**config.mk**
```make
export PLATFORM = sky130hd
export DESIGN_NAME = bqf_cell
export DESIGN_NICKNAME = d
export VERILOG_FILES = /design/src/hw/rtl/bqf_pkg.sv /design/src/hw/rtl/bqf_cell.sv
export VERILOG_INCLUDE_DIRS = /design/src /design/src/hw/rtl
export SDC_FILE = /design/constraint.sdc
export NUM_CORES = 2
export LEC_CHECK = 0
export ABC_AREA = 1
export BUFFER_PORTS_ARGS = -buffer_cell sky130_fd_sc_hd__buf_4
export CORE_MARGIN = 2
export CORE_UTILIZATION = 50
export DETAILED_ROUTE_END_ITERATION = 12
export PLACE_DENSITY = 0.71
export REMOVE_ABC_BUFFERS = 1
export SYNTH_ARGS = -nofsm -noshare
export SYNTH_HDL_FRONTEND = slang
export SYNTH_SLANG_ARGS = --single-unit
```
**constraint.sdc**
```tcl
create_clock -name clk -period 13.6 [get_ports clk]
set_input_delay 1.36 -clock clk [delete_from_list [all_inputs] [get_ports clk]]
set_output_delay 1.36 -clock clk [all_outputs]
set_load 0.02 [all_outputs]
```
**src/hw/rtl/cascaded_biquad_filter_unit_assert.svh**
```systemverilog
// ----------------------------------------------------------------------------
// Assertion macros for the cascaded biquad filter unit
// Concurrent checks that compile away when ASSERT_OFF is defined.
// ----------------------------------------------------------------------------
`ifndef CASCADED_BIQUAD_FILTER_UNIT_ASSERT_SVH
`define CASCADED_BIQUAD_FILTER_UNIT_ASSERT_SVH

`ifndef ASSERT_OFF

// Check that ante implies cons in the same cycle
`define BQF_ASSERT_IMPLY(label, clk, rst, ante, cons, msg) \
  label: assert property (@(posedge clk) disable iff (rst) (ante) |-> (cons)) \
    else $error(msg);

// Check that ante implies cons in the following cycle
`define BQF_ASSERT_NEXT(label, clk, rst, ante, cons, msg) \
  label: assert property (@(posedge clk) disable iff (rst) (ante) |=> (cons)) \
    else $error(msg);

`else

`define BQF_ASSERT_IMPLY(label, clk, rst, ante, cons, msg)
`define BQF_ASSERT_NEXT(label, clk, rst, ante, cons, msg)

`endif

`endif

```
**src/hw/rtl/bqf_pkg.sv**
```systemverilog
// ----------------------------------------------------------------------------
// bqf_pkg
// Shared widths, codes, cell interface structs and arithmetic helpers.
// ----------------------------------------------------------------------------
package bqf_pkg;

  // Data formats: samples Q23.8, coefficients Q2.29
  localparam int DATA_W    = 32;
  localparam int FRAC_BITS = 29;
  localparam int PROD_W    = 2 * DATA_W;
  localparam int ACC_W     = PROD_W + 2;
  localparam int SLOTS     = 5;
  localparam int SLOT_W    = 3;
  localparam int SEC_W     = 2;
  localparam int CNT_W     = 3;
  localparam int LIMIT_W   = 31;
  localparam int CFG_IDX_W = 1;

  localparam int MAX_STAGES_DEF = 4;

  // Register reset values
  localparam logic [CNT_W-1:0]   SECTION_COUNT_RST  = 3'd4;
  localparam logic [LIMIT_W-1:0] OVERFLOW_LIMIT_RST = 31'd256000000;

  // Configuration register indexes
  localparam logic [CFG_IDX_W-1:0] CFG_SECTION_COUNT  = 1'b0;
  localparam logic [CFG_IDX_W-1:0] CFG_OVERFLOW_LIMIT = 1'b1;

  // Request types
  localparam logic REQ_FILTER = 1'b0;
  localparam logic REQ_COEFF  = 1'b1;

  // Coefficient slots
  localparam logic [SLOT_W-1:0] SLOT_B0 = 3'd0;
  localparam logic [SLOT_W-1:0] SLOT_B1 = 3'd1;
  localparam logic [SLOT_W-1:0] SLOT_B2 = 3'd2;
  localparam logic [SLOT_W-1:0] SLOT_A1 = 3'd3;
  localparam logic [SLOT_W-1:0] SLOT_A2 = 3'd4;

  // Controls from the sequencer to one cell
  typedef struct packed {
    logic                     start;
    logic                     clear;
    logic                     wr_en;
    logic [SLOT_W-1:0]        wr_slot;
    logic signed [DATA_W-1:0] wr_value;
  } cell_ctl_t;

  // Status from one cell back to the sequencer
  typedef struct packed {
    logic                     busy;
    logic                     done;
    logic signed [DATA_W-1:0] t;
    logic signed [DATA_W-1:0] y;
  } cell_stat_t;

  // Floor-shift an accumulator by FRAC_BITS and saturate to DATA_W bits
  function automatic logic signed [DATA_W-1:0] sat_shift(
    input logic signed [ACC_W-1:0] a
  );
    logic [ACC_W-FRAC_BITS-1:0]     q;
    logic [ACC_W-FRAC_BITS-DATA_W:0] ext;
    logic signed [DATA_W-1:0]       r;
    q   = a[ACC_W-1:FRAC_BITS];
    ext = q[ACC_W-FRAC_BITS-1:DATA_W-1];
    if ((&ext) || !(|ext)) begin
      r = q[DATA_W-1:0];
    end else if (q[ACC_W-FRAC_BITS-1]) begin
      r = {1'b1, {(DATA_W-1){1'b0}}};
    end else begin
      r = {1'b0, {(DATA_W-1){1'b1}}};
    end
    return r;
  endfunction

  // Magnitude as unsigned; the most negative value maps to 2^31
  function automatic logic [DATA_W-1:0] mag(input logic signed [DATA_W-1:0] v);
    logic [DATA_W-1:0] r;
    if (v[DATA_W-1]) begin
      r = DATA_W'(-v);
    end else begin
      r = v;
    end
    return r;
  endfunction

endpackage

```
**src/hw/rtl/bqf_cell.sv**
```systemverilog
// ----------------------------------------------------------------------------
// bqf_cell
// One direct-form-I biquad section: its coefficients, its history and a
// multiplier that steps through the five products of a sample.
// ----------------------------------------------------------------------------
`include "cascaded_biquad_filter_unit_assert.svh"

module bqf_cell (
  input  logic                              clk,
  input  logic                              rst,
  input  bqf_pkg::cell_ctl_t                ctl,
  input  logic signed [bqf_pkg::DATA_W-1:0] x,
  output bqf_pkg::cell_stat_t               stat
);
  import bqf_pkg::*;

  typedef enum logic [6:0] {
    P_IDLE = 7'b0000001,
    P_B0   = 7'b0000010,
    P_B1   = 7'b0000100,
    P_B2   = 7'b0001000,
    P_A1   = 7'b0010000,
    P_A2   = 7'b0100000,
    P_Y    = 7'b1000000
  } phase_t;

  phase_t phase, phase_next;

  logic signed [DATA_W-1:0] coef [SLOTS];
  logic signed [DATA_W-1:0] x1, x2, y1, y2;
  logic signed [DATA_W-1:0] t, y;
  logic signed [PROD_W-1:0] prod;
  logic signed [ACC_W-1:0]  acc;
  logic signed [ACC_W-1:0]  prod_ext;
  logic signed [ACC_W-1:0]  t_scaled;
  logic signed [DATA_W-1:0] mul_a, mul_b;
  logic                     done;

  assign prod_ext = {{(ACC_W-PROD_W){prod[PROD_W-1]}}, prod};
  assign t_scaled = {{(ACC_W-DATA_W-FRAC_BITS){t[DATA_W-1]}}, t, {FRAC_BITS{1'b0}}};

  // Pick multiplier operands for the current phase
  always_comb begin
    mul_a = coef[SLOT_B0];
    mul_b = x;
    case (phase)
      P_B1:    begin mul_a = coef[SLOT_B1]; mul_b = x1; end
      P_B2:    begin mul_a = coef[SLOT_B2]; mul_b = x2; end
      P_A1:    begin mul_a = coef[SLOT_A1]; mul_b = y1; end
      P_A2:    begin mul_a = coef[SLOT_A2]; mul_b = y2; end
      default: begin mul_a = coef[SLOT_B0]; mul_b = x;  end
    endcase
  end

  // Advance through the product sequence
  always_comb begin
    phase_next = phase;
    case (phase)
      P_IDLE:  if (ctl.start) phase_next = P_B0;
      P_B0:    phase_next = P_B1;
      P_B1:    phase_next = P_B2;
      P_B2:    phase_next = P_A1;
      P_A1:    phase_next = P_A2;
      P_A2:    phase_next = P_Y;
      P_Y:     phase_next = P_IDLE;
      default: phase_next = P_IDLE;
    endcase
  end

  always_ff @(posedge clk) begin
    if (rst) begin
      phase <= P_IDLE;
      done  <= 1'b0;
    end else begin
      phase <= phase_next;
      done  <= (phase == P_Y);
    end
  end

  // Multiply, accumulate and round off the two halves of the section
  always_ff @(posedge clk) begin
    prod <= mul_a * mul_b;
    case (phase)
      P_B1:    acc <= prod_ext;
      P_B2:    acc <= acc + prod_ext;
      P_A1:    t   <= sat_shift(acc + prod_ext);
      P_A2:    acc <= t_scaled - prod_ext;
      P_Y:     y   <= sat_shift(acc - prod_ext);
      default: acc <= acc;
    endcase
  end

  // Coefficient store: write one slot per beat
  always_ff @(posedge clk) begin
    if (rst) begin
      for (int i = 0; i < SLOTS; i++) coef[i] <= '0;
    end else if (ctl.wr_en && (int'(ctl.wr_slot) < SLOTS)) begin
      coef[ctl.wr_slot[$clog2(SLOTS)-1:0]] <= ctl.wr_value;
    end
  end

  // History: drop on clear, shift when the section finishes
  always_ff @(posedge clk) begin
    if (rst || ctl.clear) begin
      x1 <= '0;
      x2 <= '0;
      y1 <= '0;
      y2 <= '0;
    end else if (phase == P_Y) begin
      x1 <= x;
      x2 <= x1;
      y1 <= sat_shift(acc - prod_ext);
      y2 <= y1;
    end
  end

  assign stat.busy = (phase != P_IDLE);
  assign stat.done = done;
  assign stat.t    = t;
  assign stat.y    = y;

endmodule

```
# ---- Yosys cells after proc, flatten, opt, wreduce, memory -nomap -nowiden
# Memories as Yosys holds them, arrays and structs flattened.
# Index checks and enable logic that the tools add are counted.
dict set report classes {
  reduce_logical 12
  add_sub_neg 3
  n_mul 1
  magnitude_cmp 1
  eq_ne 9
  muxes 17
}
# operator n
set ops {}
lappend ops {{$pmux 32 s4} 2}
lappend ops {{$pmux 66 s3} 1}
lappend ops {{$mux 32} 5}
lappend ops {{$add 66x64->66} 1}
lappend ops {{$sub 66x64->66} 1}
lappend ops {{$sub 61x64->65} 1}
lappend ops {{$mul 32x32->64} 1}
lappend ops {{$pmux 7 s6} 1}
lappend ops {{$reduce_or 32->1} 1}
lappend ops {{$reduce_and 6->1} 2}
lappend ops {{$reduce_or 6->1} 2}
lappend ops {{$eq 7x1->1 const B} 1}
lappend ops {{$eq 7x2->1 const B} 1}
lappend ops {{$eq 7x3->1 const B} 1}
lappend ops {{$eq 7x4->1 const B} 1}
lappend ops {{$eq 7x5->1 const B} 1}
lappend ops {{$eq 7x6->1 const B} 1}
lappend ops {{$eq 7x7->1 const B} 1}
lappend ops {{$mux 7} 1}
lappend ops {{$ne 7x1->1 const B} 1}
lappend ops {{$mux 1} 6}
lappend ops {{$logic_or 1x1->1} 3}
lappend ops {{$lt 3x3->1 const B} 1}
lappend ops {{$mux 3} 1}
lappend ops {{other kinds (4)} 5}
dict set report word_totals {
  memories 1
  in_bits 72
  reg_bits 330
  wordCells 54
  out_inout_bits 66
  ramBits 160
}
# memory words word_bits rd rd_clocked_by_memory_dff wr line
set memory_table {}
lappend memory_table {coef 5 32 5 0 5 bqf_cell.sv:29} ;# logic signed [DATA_W-1:0] coef [SLOTS];

# ---- Depth between registers and ports, before layout
dict set report depth {
  word_depth 7
  mapped_depth 43
  ltp_nobuf 40
}

# ---- Least setup slack after synthesis
# OpenSTA, ideal clock, no wires.
dict set report synth_timing {
  kind {register to register}
  from {register phase[5]}
  to {register prod[60]}
  synth_period_minus_slack_ps 9575
  n_path_buf 3
  required_time_ps 13528
  setup_slack_ps 4025
  path_stages_with_launch 37
  setup_time_ps 72
  t_arrival_ps 9504
  path_cell_list {dfxtp_1 > nor2_1 > inv_1 > nor2_1 > nand2_1 > inv_1 > nor2_1 > nand2_1 > nor2_1 > buf_2 > buf_2 > nand2_1 > nand2_1 > buf_2 > nand2_1 > inv_1 > fa_1 > fa_1 > fa_1 > fa_1 > inv_1 > fa_1 > inv_1 > fa_1 > inv_1 > fa_1 > inv_1 > fa_1 > ha_1 > a21oi_1 > inv_1 > a21oi_1 > o21ai_0 > nand3_1 > o211ai_1 > a41oi_1 > xor2_1}
}
dict set report synth_between {
  elab_chain_len 3
  elab_cells_between_ends 7
  classes_between {mul: 1; eq/ne: 4; mux: 2}
}
# element line
set synth_lines {}
lappend synth_lines {{start, declared} bqf_cell.sv:27} ;# phase_t phase, phase_next;
lappend synth_lines {{start signal, assigned} bqf_cell.sv:75} ;# phase <= phase_next;
lappend synth_lines {{$eq 7x6->1 (tied with other cells)} bqf_cell.sv:46} ;# case (phase)
lappend synth_lines {{$pmux 32 s4} bqf_cell.sv:46}
lappend synth_lines {{$mul 32x32->64 (*)} bqf_cell.sv:82} ;# prod <= mul_a * mul_b;
lappend synth_lines {{end signal, assigned} bqf_cell.sv:82}
lappend synth_lines {{end, declared} bqf_cell.sv:32} ;# logic signed [PROD_W-1:0] prod;
# Mark *: on every way between the ends. The rest lies on a longest branch, timed or not.
# A chain may end at the register's enable or synchronous reset.

# ---- Worst setup path in the final report
dict set report layout_timing {
  from {register phase[1]}
  to {register prod[62]}
}
# The elaborated chain is that of the path after synthesis.

==> out/metrics.cfg <==
[drt]
wl_per_cell_um = 21.8
ant_nets = 0
via_count = 58806
routed_wl_um = 236000
dr.pass1.iters = 6
vias_per_cell = 5.44
drc_errors = 0
drt-initial-drc-count = 5057

[setup_path]
reg2reg_slack_ps = 3420
cp-end-kind = flip-flop
cp_data_required_time_ps = 14180
criticalPathCategory = reg2reg
crit_fanout = 67
arrival_ps = 10760
crit_path_frequent_cell = inv_1
cp_slowest_stage_delay_ps = 860
slowest_stage = fa_1
cp-start-kind = flip-flop

[global_route]
gr-usage-all-layers = 0.338
grt_max_degree = 113
grt_pass1_vias = 60772
overflow = 0
grt_pass1_wl_um = 362000
antenna_found_initial = 3

[yosys]
yosys.area.top_type_share = 0.314
netlist_area_um2 = 69100
yosysTopAreaCell = fa_1
ys_seq_area_frac = 0.184
syn_avg_cell_area_um2 = 7.68
synthFlopType = edfxtp_1
ys_warn_count = 0
ys_ff_latch = 490
ys_top_cells_by_area = fa_1, edfxtp_1, nand2_1
yosysMostFrequentCell = nand2_1
syn_inst = 8990
synth_edf_count = 290
ys_types = 50
synth_commonest_cells = nand2_1, inv_1, fa_1, nor2_1, a21oi_1
synthArstFlopShare = 0

[floorplan]
dieArea_um2 = 141000
io_pins = 138
core_um2 = 137000
start_util = 0.503
die_h_um = 376
fp-row-count = 136
die_w_um = 376

[sta]
layout_setup_ws_ps = 3420
finalHoldViolations = 0
skew_ps = 56.5
period_share = 0.748
slew_headroom = 0.239
timing.fmax_mhz = 98.3
worst_pin_slew_ps = 1130
rsz0062_at_grt = no
period_minus_slack_ps = 10180
setup_viol = 0
finalMaxSlewViolations = 0
finalSetupTns_ps = 0

[clock_network]
hold_buffers = 0
cts_resized = 0
cts.path.max_buffers = 3
tritoncts = done
cts_max_level = 2
cts_root_buffer = clkbuf_16
cts_sinks = 490
cts.clk_slew.worst_paths_ps = 60
clkLatencyLatePin_ps = 710
cts_setup_buffers = 0
cts_buffers = 60

[finish]
finalNetCount = 10461
areaGrowthSynthToFinish_pct = 6.63
drive_gt1_frac = 0.0442

[outcome]
status = finished, final reports clean

[place]
pre_cts_slack_ps = 3440
io_buffers = 137
hpwl_um = 193000
routabilityCongestion = 1.04

[worst_hold_path]
hold_class = reg2reg

[job]
cap_violations = 0

metal layers:
layer	global-route usage	routed length, um
met4	0.132	10300
met3	0.0449	17200
met2	0.567	112000
met1	0.444	96100
met5	0	9
logic make-up (layout without fill, tap and decap cells):
| logic type | count (synthesis) | count (layout) | share of synthesized area |
|---|---|---|---|
| compound gates | 1028 | 1028 | 0.0863 |
| xor+xnor | 145 | 145 | 0.0184 |
| fa+ha+maj | 1433 | 1433 | 0.377 |
| buf+inv | 2530 | 2546 | 0.141 |
| flops | 490 | 490 | 0.184 |
| other cells | 0 | 6 | 0 |
| simple gates | 3364 | 3364 | 0.193 |
layout by cell type (no fill, tap or decap), drive strengths merged, types with 19 or more instances in the layout:
master / count
edfxtp: 290
xnor2: 35
nand3: 232
o211ai: 41
buf: 240
clkbuf: 86
dfxtp: 200
o221ai: 19
nand2: 2219
nor3: 56
a21oi: 402
inv: 2204
ha: 350
xor2: 110
a22o: 33
fa: 1083
o21bai: 29
nor2: 759
nor4: 28
a221oi: 65
nand4: 32
o21ai: 342
or2: 19
a31oi: 48
sequential cells by signal, indices dropped and copies added (netlist names):
name,count
coef,160
y1,32
prod,64
done,1
y2,32
x2,32
phase,7
t,32
x1,32
y,32
acc,66
through the flow:
step / hold WS (ps) / utilization / cells / cell area, um^2
3_5_place_dp: 464 / 0.522 / 10688 / 71700
3_3_place_gp: 460 / 0.522 / 10688 / 71700
5_1_grt: 504 / 0.536 / 10800 / 73600
2_1_floorplan: 448 / - / 8654 / 67600
6_report: 481 / 0.536 / 10806 / 73600
4_1_cts: 475 / 0.536 / 10800 / 73600
path summary, 6_finish.rpt:
check	startpoint	to	cells past startpoint
worst max-delay path	phase[1]$_SDFFE_PP0P_	prod[62]$_DFF_P_	36
worst min-delay path	y1[28]$_SDFFE_PP0P_	y2[28]$_SDFFE_PP0P_	2
worst max register to register	phase[1]$_SDFFE_PP0P_	prod[62]$_DFF_P_	36
worst min register to register	y1[28]$_SDFFE_PP0P_	y2[28]$_SDFFE_PP0P_	2
worst max-delay path, delay by kind of cell (launching register included):
kind	cells	cell delay [ps]
buffers and inverters	13	2350
AOI/OAI and AO/OA	7	1550
DFF	1	340
xor gates and xnor gates	1	170
adders and majority gates	9	4760
and+or+nand+nor	6	770
layout make-up:
class | instances | area, um^2
Antenna cell | 6 | 15.0
Clock buffer | 86 | 1720
Tap cell | 1794 | 2240
Timing Repair Buffer | 240 | 1830
Multi-Input combinational cell | 5970 | 46600
Clock inverter | 26 | 251
Inverter | 2194 | 8240
Sequential cell | 490 | 12700
Fill cell | 13180 | 63700
Power is not shown: default switching activity piles up to over one toggle a cycle in this logic, so the estimate is an artifact.
